--- config.mk ---
export PLATFORM = sky130hd
export DESIGN_NAME = qcs_ram
export DESIGN_NICKNAME = d
export VERILOG_FILES = /design/src/design/assert_macros.svh /design/src/design/qcs_ram.sv
export SDC_FILE = /design/constraint.sdc
export NUM_CORES = 2
export LEC_CHECK = 0
export BUFFER_PORTS_ARGS = -buffer_cell sky130_fd_sc_hd__buf_4
export CORE_MARGIN = 1
export CORE_UTILIZATION = 45
export DETAILED_ROUTE_END_ITERATION = 8
export GPL_TIMING_DRIVEN = 0
export PLACE_DENSITY = 0.67
export SLEW_MARGIN = 30
export SYNTH_ARGS = -nofsm -noshare
export SYNTH_HDL_FRONTEND = slang
export SYNTH_SLANG_ARGS = --single-unit
--- constraint.sdc ---
create_clock -name clk -period 6.8 [get_ports clk]
set_clock_uncertainty 0.15 [all_clocks]
set_input_delay 0.68 -clock clk [delete_from_list [all_inputs] [get_ports clk]]
set_output_delay 0.68 -clock clk [all_outputs]
set_load 0.01 [all_outputs]
--- src/design/assert_macros.svh ---
`ifndef ASSERT_MACROS_SVH
`define ASSERT_MACROS_SVH

// Invariant checked at every clock edge outside reset.
`define QCS_ASSERT_ALWAYS(lbl, clk, rst_n, cond) \
	lbl: assert property (@(posedge clk) disable iff (!rst_n) (cond)) \
		else $error("invariant violated");

// Same-cycle implication.
`define QCS_ASSERT_IMPL(lbl, clk, rst_n, ante, cons) \
	lbl: assert property (@(posedge clk) disable iff (!rst_n) (ante) |-> (cons)) \
		else $error("implication violated");

// Next-cycle implication.
`define QCS_ASSERT_NEXT(lbl, clk, rst_n, ante, cons) \
	lbl: assert property (@(posedge clk) disable iff (!rst_n) (ante) |=> (cons)) \
		else $error("next-cycle implication violated");

`endif

--- src/design/qcs_ram.sv ---
`timescale 1ns / 1ps
module qcs_ram #(
	parameter int WIDTH  = 8,
	parameter int DEPTH  = 256,
	parameter int ADDR_W = 8
) (
	input  logic              clk,
	input  logic              we,
	input  logic [ADDR_W-1:0] waddr,
	input  logic [WIDTH-1:0]  wdata,
	input  logic [ADDR_W-1:0] raddr,
	output logic [WIDTH-1:0]  rdata
);

	logic [WIDTH-1:0] mem [DEPTH];

	// read-first: a same-cycle write returns the old word
	always_ff @(posedge clk) begin
		if (we) begin
			mem[waddr] <= wdata;
		end
		rdata <= mem[raddr];
	end

endmodule

# Yosys cells after proc, flatten, opt, wreduce, memory -nomap -nowiden
# Memories as Yosys holds them, arrays and structs flattened. A register that Yosys moved wholly into a read port is not among the register bits.
# Cells that the tools add are included.
op_classes:
  mux: 2
op_table:
  columns: ["operator", "count"]
  rows:
  - ["2-to-1 mux 1 bit", 2]
word_totals:
  regBits: 0
  mem_bits_rw: 2048
  in_bits: 26
  word_cells: 3
  memories: 1
memory_table:
  columns: ["name", "depth", "width", "rd", "rd_clocked_by_memory_dff", "wr", "line", "source"]
  rows:
  - ["mem", 256, 8, 1, 1, 1, "qcs_ram.sv:15", "logic [WIDTH-1:0] mem [DEPTH];"]

# Longest topological paths before layout
logic_depth:
  word_depth: 2
  depth_mapped: 11
  depth_no_buf: 6

# Least setup slack after synthesis
# OpenSTA, ideal clock, no wires.
synth_timing:
  kind: "input-to-reg"
  startpoint: "in raddr[0]"
  endpoint: "reg rdata[2], read port of mem"
  setup_time_ns: 0.131
  arrival_time_ns: 2.487
  t_required_ns: 6.519
  setup_slack_ns: 4.032
  path_stages: 9
  path_cell_list: "buf_6 buf_12 buf_8 buf_2 mux4_2 a22oi_1 a21oi_1 nor4_1 nor4_2"
synth_rtl:
  columns: ["element", "line", "source"]
  rows:
  - ["start, declared", "qcs_ram.sv:11", "input logic [ADDR_W-1:0] raddr,"]
  - ["end, declared", "qcs_ram.sv:12", "output logic [WIDTH-1:0] rdata"]

==> impl_metrics.json <==
{
  "outcome": "completed",
  "maxCapViolCount": 0,
  "finalSetupTns_ps": 0,
  "synthMuxAreaShare_pct": 14.6,
  "peakVddDrop_mv": 0.300,
  "dp_slack_ps": 1510,
  "synth.distinct_cells": 55,
  "grt_pass1_vias": 40782,
  "tritoncts": "built",
  "hold_ws_ps": 91.3,
  "netlist_area_um2": 79600,
  "synth_compound_area_share_pct": 3.42,
  "coreArea_um2": 175000,
  "switching_power_w": 0.00594,
  "clk_latency_ps": 860,
  "setup_viol": 0,
  "gr-usage-met2_pct": 39.0,
  "ys_seq_area_share_pct": 77.5,
  "synth_top_family_by_area": "multiplexers",
  "hold_violations": 0,
  "fin_ws_ps": 1980,
  "syn_area_per_cell_um2": 21.3,
  "gp_congestion": 0.989,
  "drt_wl_total_um": 238000,
  "seqPwrFrac_pct": 53.1,
  "fmax_mhz": 207,
  "p_leak_nw": 27.7,
  "cp_max_fo": 10,
  "area_growth_syn_to_layout_pct": 13.2,
  "async_flop_share_pct": 0,
  "vias": 42055,
  "cp-start-kind": "input pin",
  "num_io_pins": 34,
  "num_rows": 153,
  "synthFlopType": "edfxtp_1",
  "post-route-util_pct": 51.5,
  "hp-class": "in2reg",
  "cts_hold_buf": 0,
  "syn-num-nets": 3759,
  "synthCells": 3733,
  "drt_iter0_drc": 6998,
  "dieArea_um2": 178000,
  "drt-pass1-iter-count": 6,
  "clockBufferDepth": 3,
  "arrival_ps": 5310,
  "top_usage_layer": "met2",
  "slew_headroom_pct": 22.5,
  "ant_nets": 0,
  "grt_max_degree": 121,
  "grt_pass1_wl_um": 325000,
  "grt_use_total_pct": 26.5,
  "cts_htree_levels": 4,
  "n_fill_cell": 13490,
  "synth_simple_gate_area_share_pct": 2.63,
  "ctsResizeCount": 0,
  "overflow": 0,
  "combPwrFrac_pct": 5.9,
  "wire_per_inst_um": 36.7,
  "drc_errors": 0,
  "tightest_slew_ps": 1150,
  "grt_use_met1_pct": 36.1,
  "p_int_w": 0.0204,
  "post-route-min-period_ps": 4820,
  "initial_core_util_pct": 45.5,
  "post-cts-setup-buffers": 0,
  "layout_common_cells": "2048 x edfxtp_1, 454 x mux4_2, 268 x nor2_1, 197 x clkbuf_16, 134 x mux2i_1",
  "drv_slew": 0,
  "layout-drive-gt1-share_pct": 23.4,
  "avgViaCountPerCell": 6.49,
  "dieHeight_um": 422,
  "layout_commonest_cell": "edfxtp_1",
  "die_w_um": 422,
  "switching_share_pct": 22.6,
  "antenna_found_initial": 8,
  "rsz0062_at_grt": "false",
  "powerDensity_nw_per_um2": 292,
  "crit_required_ps": 7280,
  "synth-xor-area-share_pct": 0,
  "cp-end-kind": "flop",
  "synth_edf_count": 2048,
  "period_share_pct": 70.9,
  "cts_sinks": 2056,
  "synthAdderAreaFrac_pct": 0,
  "numCtsBuffers": 197,
  "hpwl_um": 161000,
  "ctsRootBufferMaster": "clkbuf_16",
  "io_buffers": 26,
  "crit_type": "in2reg",
  "final_nets": 4014,
  "synth_warnings": 0,
  "grt_util_met3_pct": 7.04,
  "clkTransAtPathRegs_ps": 60,
  "p_clk_share_pct": 41.0,
  "ys_ff_latch": 2056
}
[cell families (layout without fill, tap and decap cells)]
group	count (synthesis)	in the layout
buf+inv	235	656
other cells	0	5
flops	2056	2056
mux	591	591
compound gates	385	385
simple gates	466	466
[cell type report]
class / instances / area [µm²] / share of cell area [%]
Sequential cell: 2056 / 61700 / 68.5
Multi-Input combinational cell: 1442 / 16600 / 18.4
Clock buffer: 246 / 5110 / 5.68
Tap cell: 2325 / 2910 / 3.23
Buffer: 233 / 1510 / 1.68
Clock inverter: 119 / 1180 / 1.31
Timing Repair Buffer: 56 / 1060 / 1.17
Antenna cell: 5 / 12.5 / 0.0139
Inverter: 2 / 7.51 / 0.00834
[per-layer routing]
metal / part of all wire [%] / vias up
li1: - / 16242
met1: 37 / 22189
met2: 45 / 3085
met3: 12 / 539
met4: 6.2 / 0
met5: 0 / -
[per-stage QoR]
stage / instance area, µm² / power [W] / cells
CTS: 90000 / 0.0263 / 6479
global route: 90000 / 0.0268 / 6480
floorplan: 79600 / 0.0149 / 3733
global placement: 82700 / 0.0157 / 6084
finish: 90000 / 0.0263 / 6484
detailed placement: 83700 / 0.0157 / 6114
[sequential cells by signal (all words and copies together), names as in the netlist]
name and count:
rdata 8, mem 2048
[power groups by stage]
stage | combinational [W] | sequential [W] | clock, W
final | 0.00154 | 0.0140 | 0.0108
after global placement | 0.00142 | 0.0143 | 0
after detailed placement | 0.00150 | 0.0142 | 0
after global routing | 0.00156 | 0.0140 | 0.0113
after floorplan | 0.000679 | 0.0143 | 0
after CTS | 0.00150 | 0.0140 | 0.0108
[critical path, stage by stage]
cell      delay [ps]
buf_4            170
buf_2            510
and2_1           210
buf_1            770
clkbuf_1         880
a22oi_1          380
a21oi_1          550
nor3_1           130
nor4_1           990
[Yosys cell counts (all sizes together), types with 12 or more instances]
master	instances	area, µm²
mux2i	134	1340
clkbuf	111	417
nand3	34	170
nor4	27	188
mux4	456	10300
a22oi	133	998
nand2	33	124
buf	122	1030
nor2	282	1060
a21oi	96	480
a221oi	14	129
o22ai	28	175
a211oi	16	120
edfxtp	2048	61500
nor2b	31	194
o21ai	12	60.1
o221ai	47	418
nor3	22	110
[final timing paths]
| kind | from | endpoint | slack, ps | cells after the start |
|---|---|---|---|---|
| worst max-delay path | raddr[2] | rdata[1]$_DFF_P_ | 1980 | 9 |
| worst min-delay path | wdata[6] | mem[248][6]$_DFFE_PP_ | 90 | 1 |
| worst max register to register | mem[83][3]$_DFFE_PP_ | rdata[3]$_DFF_P_ | 3330 | 6 |
| worst min register to register | mem[164][0]$_DFFE_PP_ | rdata[0]$_DFF_P_ | 1330 | 5 |
No activity file was read; power rests on OpenSTA's default activity.
