File: config.mk
export PLATFORM = sky130hd
export DESIGN_NAME = qcs_ctrl
export DESIGN_NICKNAME = d
export VERILOG_FILES = /design/src/design/assert_macros.svh /design/src/design/qcs_pkg.sv /design/src/design/qcs_ctrl.sv
export SDC_FILE = /design/constraint.sdc
export NUM_CORES = 1
export LEC_CHECK = 0
export ABC_AREA = 1
export BUFFER_PORTS_ARGS = -buffer_cell sky130_fd_sc_hd__buf_2
export CORE_MARGIN = 2
export CORE_UTILIZATION = 40
export CTS_CLUSTER_DIAMETER = 100
export DETAILED_ROUTE_END_ITERATION = 16
export PLACE_DENSITY = 0.64
export SLEW_MARGIN = 10
export SYNTH_ARGS = -nofsm -noshare
export SYNTH_HDL_FRONTEND = slang
export SYNTH_SLANG_ARGS = --single-unit
File: constraint.sdc
create_clock -name clk -period 1.6 [get_ports clk]
set_input_delay 0 -clock clk [delete_from_list [all_inputs] [get_ports clk]]
set_output_delay 0 -clock clk [all_outputs]
set_load 0.1 [all_outputs]
File: src/design/assert_macros.svh
`ifndef ASSERT_MACROS_SVH
`define ASSERT_MACROS_SVH

// Invariant checked at every clock edge outside reset.
`define QCS_ASSERT_ALWAYS(lbl, clk, rst_n, cond) \
	lbl: assert property (@(posedge clk) disable iff (!rst_n) (cond)) \
		else $error("invariant violated");

// Same-cycle implication.
`define QCS_ASSERT_IMPL(lbl, clk, rst_n, ante, cons) \
	lbl: assert property (@(posedge clk) disable iff (!rst_n) (ante) |-> (cons)) \
		else $error("implication violated");

// Next-cycle implication.
`define QCS_ASSERT_NEXT(lbl, clk, rst_n, ante, cons) \
	lbl: assert property (@(posedge clk) disable iff (!rst_n) (ante) |=> (cons)) \
		else $error("next-cycle implication violated");

`endif

File: src/design/qcs_pkg.sv
`timescale 1ns / 1ps
package qcs_pkg;

	localparam int MAX_LEN_DEF    = 256;
	localparam int COUNT_BITS_DEF = 14;
	localparam int NUM_BINS       = 128;
	localparam int BIN_W          = 7;
	localparam int CFG_W          = 9;
	localparam int TALLY_W        = 9;
	localparam int REG_IDX_W      = 1;

	localparam logic [TALLY_W-1:0] TALLY_MAX       = 9'd511;
	localparam logic [CFG_W-1:0]   READ_LENGTH_RST = 9'd100;
	localparam logic [CFG_W-1:0]   MATCH_LIMIT_RST = 9'd0;

	localparam logic [REG_IDX_W-1:0] REG_READ_LENGTH = 1'd0;
	localparam logic [REG_IDX_W-1:0] REG_MATCH_LIMIT = 1'd1;

	localparam logic [1:0] ACT_SAMPLE  = 2'd0;
	localparam logic [1:0] ACT_COMPUTE = 2'd1;
	localparam logic [1:0] ACT_TEST    = 2'd2;

	typedef enum logic [2:0] {
		ST_CLEAR,
		ST_IDLE,
		ST_SAMP_WR,
		ST_TEST_CMP,
		ST_COMPUTE,
		ST_DRAIN,
		ST_CDONE
	} state_t;

	typedef struct packed {
		logic in_ready;
		logic clearing;
		logic walking;
		logic samp_wr;
		logic test_go;
		logic emit_test;
		logic emit_center;
	} ctrl_t;

endpackage

File: src/design/qcs_ctrl.sv
`timescale 1ns / 1ps
module qcs_ctrl #(
	parameter int ADDR_W = 15,
	parameter int DEPTH  = 32768
) (
	input  logic              clk,
	input  logic              arst_n,
	input  logic              in_valid,
	input  logic [1:0]        action,
	input  logic              last_q,
	input  logic              out_free,
	output qcs_pkg::ctrl_t    ctl,
	output logic [ADDR_W-1:0] walk
);
	import qcs_pkg::*;

	state_t state_q, state_d;
	logic [ADDR_W-1:0] walk_q;
	logic walk_last;

	assign walk_last = (walk_q == ADDR_W'(DEPTH - 1));
	assign walk = walk_q;

	always_comb begin
		state_d = state_q;
		case (state_q)
			ST_CLEAR: begin
				if (walk_last) state_d = ST_IDLE;
			end
			ST_IDLE: begin
				if (in_valid) begin
					case (action)
						ACT_SAMPLE:  state_d = ST_SAMP_WR;
						ACT_COMPUTE: state_d = ST_COMPUTE;
						ACT_TEST:    state_d = ST_TEST_CMP;
						default:     state_d = ST_IDLE;
					endcase
				end
			end
			ST_SAMP_WR: state_d = ST_IDLE;
			ST_TEST_CMP: begin
				if (!last_q || out_free) state_d = ST_IDLE;
			end
			ST_COMPUTE: begin
				if (walk_last) state_d = ST_DRAIN;
			end
			ST_DRAIN: state_d = ST_CDONE;
			ST_CDONE: begin
				if (out_free) state_d = ST_IDLE;
			end
			default: state_d = ST_IDLE;
		endcase
	end

	always_comb begin
		ctl             = '0;
		ctl.in_ready    = (state_q == ST_IDLE);
		ctl.clearing    = (state_q == ST_CLEAR);
		ctl.walking     = (state_q == ST_COMPUTE);
		ctl.samp_wr     = (state_q == ST_SAMP_WR);
		ctl.test_go     = (state_q == ST_TEST_CMP) && (!last_q || out_free);
		ctl.emit_test   = (state_q == ST_TEST_CMP) && last_q && out_free;
		ctl.emit_center = (state_q == ST_CDONE) && out_free;
	end

	always_ff @(posedge clk or negedge arst_n) begin
		if (!arst_n) begin
			state_q <= ST_CLEAR;
			walk_q  <= '0;
		end else begin
			state_q <= state_d;
			if (state_q == ST_CLEAR || state_q == ST_COMPUTE) begin
				walk_q <= walk_last ? '0 : walk_q + ADDR_W'(1);
			end
		end
	end

endmodule

# Word-level counts from Yosys, hierarchy flattened
# Cells that the tools add are included.
# op_classes
n_mux	8
reduce_logical	10
eq_ne	14
addsub	1
# op_table
op	count
case mux 3 bit (6 select lines)	1
adder 15 x 1 -> 15 bit (second input constant)	1
equality test 15 bit (second input constant)	1
2-to-1 mux 15 bit	1
2-to-1 mux 3 bit	5
equality test 3 bit (second input constant)	3
case mux 3 bit (3 select lines)	1
equality test 3 x 2 -> 1 bit (second input constant)	2
inequality test 2 x 1 -> 1 bit (second input constant)	3
AND reduction 5 bit	1
logical AND 1 bit	4
inequality test 2 bit (second input constant)	2
equality test 3 x 1 -> 1 bit (second input constant)	1
zero test 3 bit	1
equality test 2 x 1 -> 1 bit (second input constant)	1
equality test 2 bit (second input constant)	1
zero test 2 bit	1
logical OR 1 bit	2
zero test 1 bit	1
# word_totals
regBits	18
elab_cells	35
output_inout_bits	22

# Longest topological paths before layout
# depth
depth_word	4
ltp_mapped	9

# Worst setup path after synthesis
# No wires, ideal clock.
# synth_timing
path_kind	register to output
from	reg state_q[1]
to	out ctl[3] (netlist name)
path_slack_ns	-0.974
stages_incl_launch_ff	3
arrival_time_ns	2.574
n_path_buf	0
cell_sequence	dfrtp_1 -> inv_2 -> nor3_1
# synth_lines
item	line_no	source
start, declared	qcs_ctrl.sv:17	state_t state_q, state_d;
start signal, assigned	qcs_ctrl.sv:71	state_q <= state_d;
end, declared	qcs_ctrl.sv:12	output qcs_pkg::ctrl_t ctl,

==> run summary <==
Outcome = finished, final reports clean
Clock share of power = 10.2%
Worst slew margin = 67.7%
Detailed Route Iter0 Violations = 45
Diode count = 0
Critical path fanouts, max = 6
Final hold vios = 0
Layout cells sized above 1 = 34.4%
Final antenna-violating net count = 0
Core area = 2520 µm²
Worst EP arrival = 1.49 ns
Top-count cell post-synth = nand2_1
Cells after Synth = 153
Worst Skew = 0.00181 ns
Worst-margin pin slew = 0.489 ns
Number of flops mapped to enable cells by yosys = 0
CP Class = reg -> out
Worst endpoint required time = 1.60 ns
Power density cells = 2000 nW/µm²
Wirelength, routed = 2.57 mm
Synth Flop Type = dfrtp_1
Nature of the critical path endpoint = output pin
Ys async rst share = 100%
Reg clk slew, reported paths = 0.11 ns
Synthesized cell area = 1090 µm²
First-pass GRT wire length = 4.26 mm
GR Overflow Total = 0
DRC Markers = 0
CTS buffer count = 3
Post-Place Cells = 212
Power, Total = 2800 µW
HPWL after DPL = 1.97 mm
Worst skew pair latency = 0.29 ns
Average cell area after synthesis = 7.14 µm²
Synth top area cells = dfrtp_1 41%, nand2_1 13%, inv_1 8.6%, nor2_1 8.6%, nand3_1 5.5%
Global placement routability congestion = 0.807
Setup_tns = 0 ns
Yosys Warn Count = 0
P&R area growth vs syn = 28.2%
Share of the synthesized area in the top cell type = 41.2%
Number of top-level pins = 29
Post-synth top area cell = dfrtp_1
Synth top cells by count = 38 x nand2_1, 25 x inv_1, 25 x nor2_1
# nets final = 198
Finished Layout Cells = 219
Final Cycle Share = 93.0%
Max Cap Viol = 0
Worst setup SP type = flop
Fmax = 0.672 GHz
Die area = 3160 µm²
Largest net degree at the start of global routing = 19
Port Buf Inserts = 28
Avg WL per Cell = 11.7 µm
Starting Density = 43.3%
Die span in x = 56.3 µm
H-Tree Depth = 1
Hold WC Path Type = in -> reg
Combinational share of power = 63.0%
Via count = 1086
Syn_nets = 161
Row Count = 18
Pins over their slew limit = 0
Sw Ratio = 61.9%
Root buffer cell = clkbuf_4
Total Routing Usage GR = 16.6%
CTS tree = done
VDD IR-drop max = 1.62 mV
Pleak = 0.000744 µW
Seq/Total Area, Yosys = 41.2%
Pint = 1070 µW
Reg power frac = 26.9%
Drt first pass iters = 4
RSZ-0062 raised after global routing = no
Final min period = 1.49 ns
Die span in y = 56.3 µm
Final count of negative-setup-slack endpoints = 0
Psw = 1730 µW
Vias/cell = 4.96
Yosys cell types = 24
Initial antenna violation count = 0
Vias in the first global route = 1007
Clock sink count = 18
Number of synthesized register bits = 18
Max Root-Sink Buffers = 2
## worst max-delay path, stage by stage, from the launching register on
cell and delay (ns):
dfrtp_1 0.46, inv_1 0.17, nand2_2 0.14, nor2_1 0.12
buf_4 0.30
## routing by layer
metal  global-route usage, %  wire [µm]  part of all wire, %  up-vias
met5                       0          0                    0        -
met4                    7.14         30                  1.2        0
met3                    2.30        106                  4.1        4
met2                    28.1       1200                   47       27
met1                    21.2       1230                   48      501
li1                        -          -                    -      554
## placed cells by master (no fill, tap or decap), drive strengths merged
cell / instances
inv: 26
nor3: 2
a21oi: 6
o21bai: 1
and3: 1
nor2: 31
o21a: 1
dfrtp: 18
o21ai: 5
nand2: 40
nand4: 3
clkbuf: 5
nor4: 1
xnor2: 1
dlygate4sd3: 3
xor2: 1
buf: 28
nand3: 14
o22a: 1
ha: 1
## cells by family (layout without fill, tap and decap cells)
family | after synthesis | count (layout) | share of synthesized area [%]
AO/OA/AOI/OAI | 14 | 14 | 7.22
flip-flops | 18 | 18 | 41.2
XOR/XNOR | 2 | 2 | 1.60
buffers and inverters | 26 | 62 | 8.93
AND/OR/NAND/NOR | 92 | 92 | 39.9
adder cells (fa/ha/maj) | 1 | 1 | 1.15
## final cells by class
type                       count  area [µm²]
sequential                    18         474
timing repair buffer          32         196
tap                           30        37.5
clock buffer                   4        36.3
inverter                      26        97.6
fill                         236        1120
multi-input combinational    109         558
## through the flow
| step | utilization, % | instance area (µm²) | worst slack (ns) | hold WS, ns |
|---|---|---|---|---|
| finish | 55.5 | 1400 | 0.111 | 0.0467 |
| global route | 55.5 | 1400 | 0.000478 | 0.0703 |
| CTS | 55.3 | 1390 | 0.0337 | 0.0372 |
| detailed placement | 52.1 | 1320 | 0.163 | -0.0457 |
| global placement | 52.1 | 1320 | 0.166 | -0.0492 |
| floorplan | - | 1130 | -0.338 | -0.296 |
## power by group through the flow
stage | combinational [µW] | clock, µW | sequential (µW)
final | 1760 | 284 | 752
after global routing | 1870 | 316 | 772
after CTS | 1760 | 292 | 748
after detailed placement | 1730 | 0 | 755
after global placement | 1720 | 0 | 750
after floorplan | 877 | 0 | 1310
## worst paths after layout
| kind | from | endpoint | slack (ns) | cells past startpoint |
|---|---|---|---|---|
| max | state_q[0] | ctl[4] | 0.11 | 4 |
| min | action[0] | state_q[2] | 0.05 | 5 |
| max reg2reg | walk[0] | state_q[2] | 0.13 | 7 |
| min reg2reg | walk[8] | walk[8] | 0.52 | 1 |
| max in group asynchronous | arst_n | walk[0] | 1.13 | 2 |
| min in group asynchronous | arst_n | walk[12] | 0.15 | 2 |
## flip-flops by register name (all words and copies together), names as in the netlist
signal,flops
state_q,3
walk,15
## repair_timing
action	CTS	global route
setup endpoints to repair	5	4
hold buffers	3	0
setup buffers	0	0
hold endpoints to repair	20	0
gates resized for setup	5	3
pin swaps	0	0
cloned	0	0
Power figures use the tool's default switching activity.
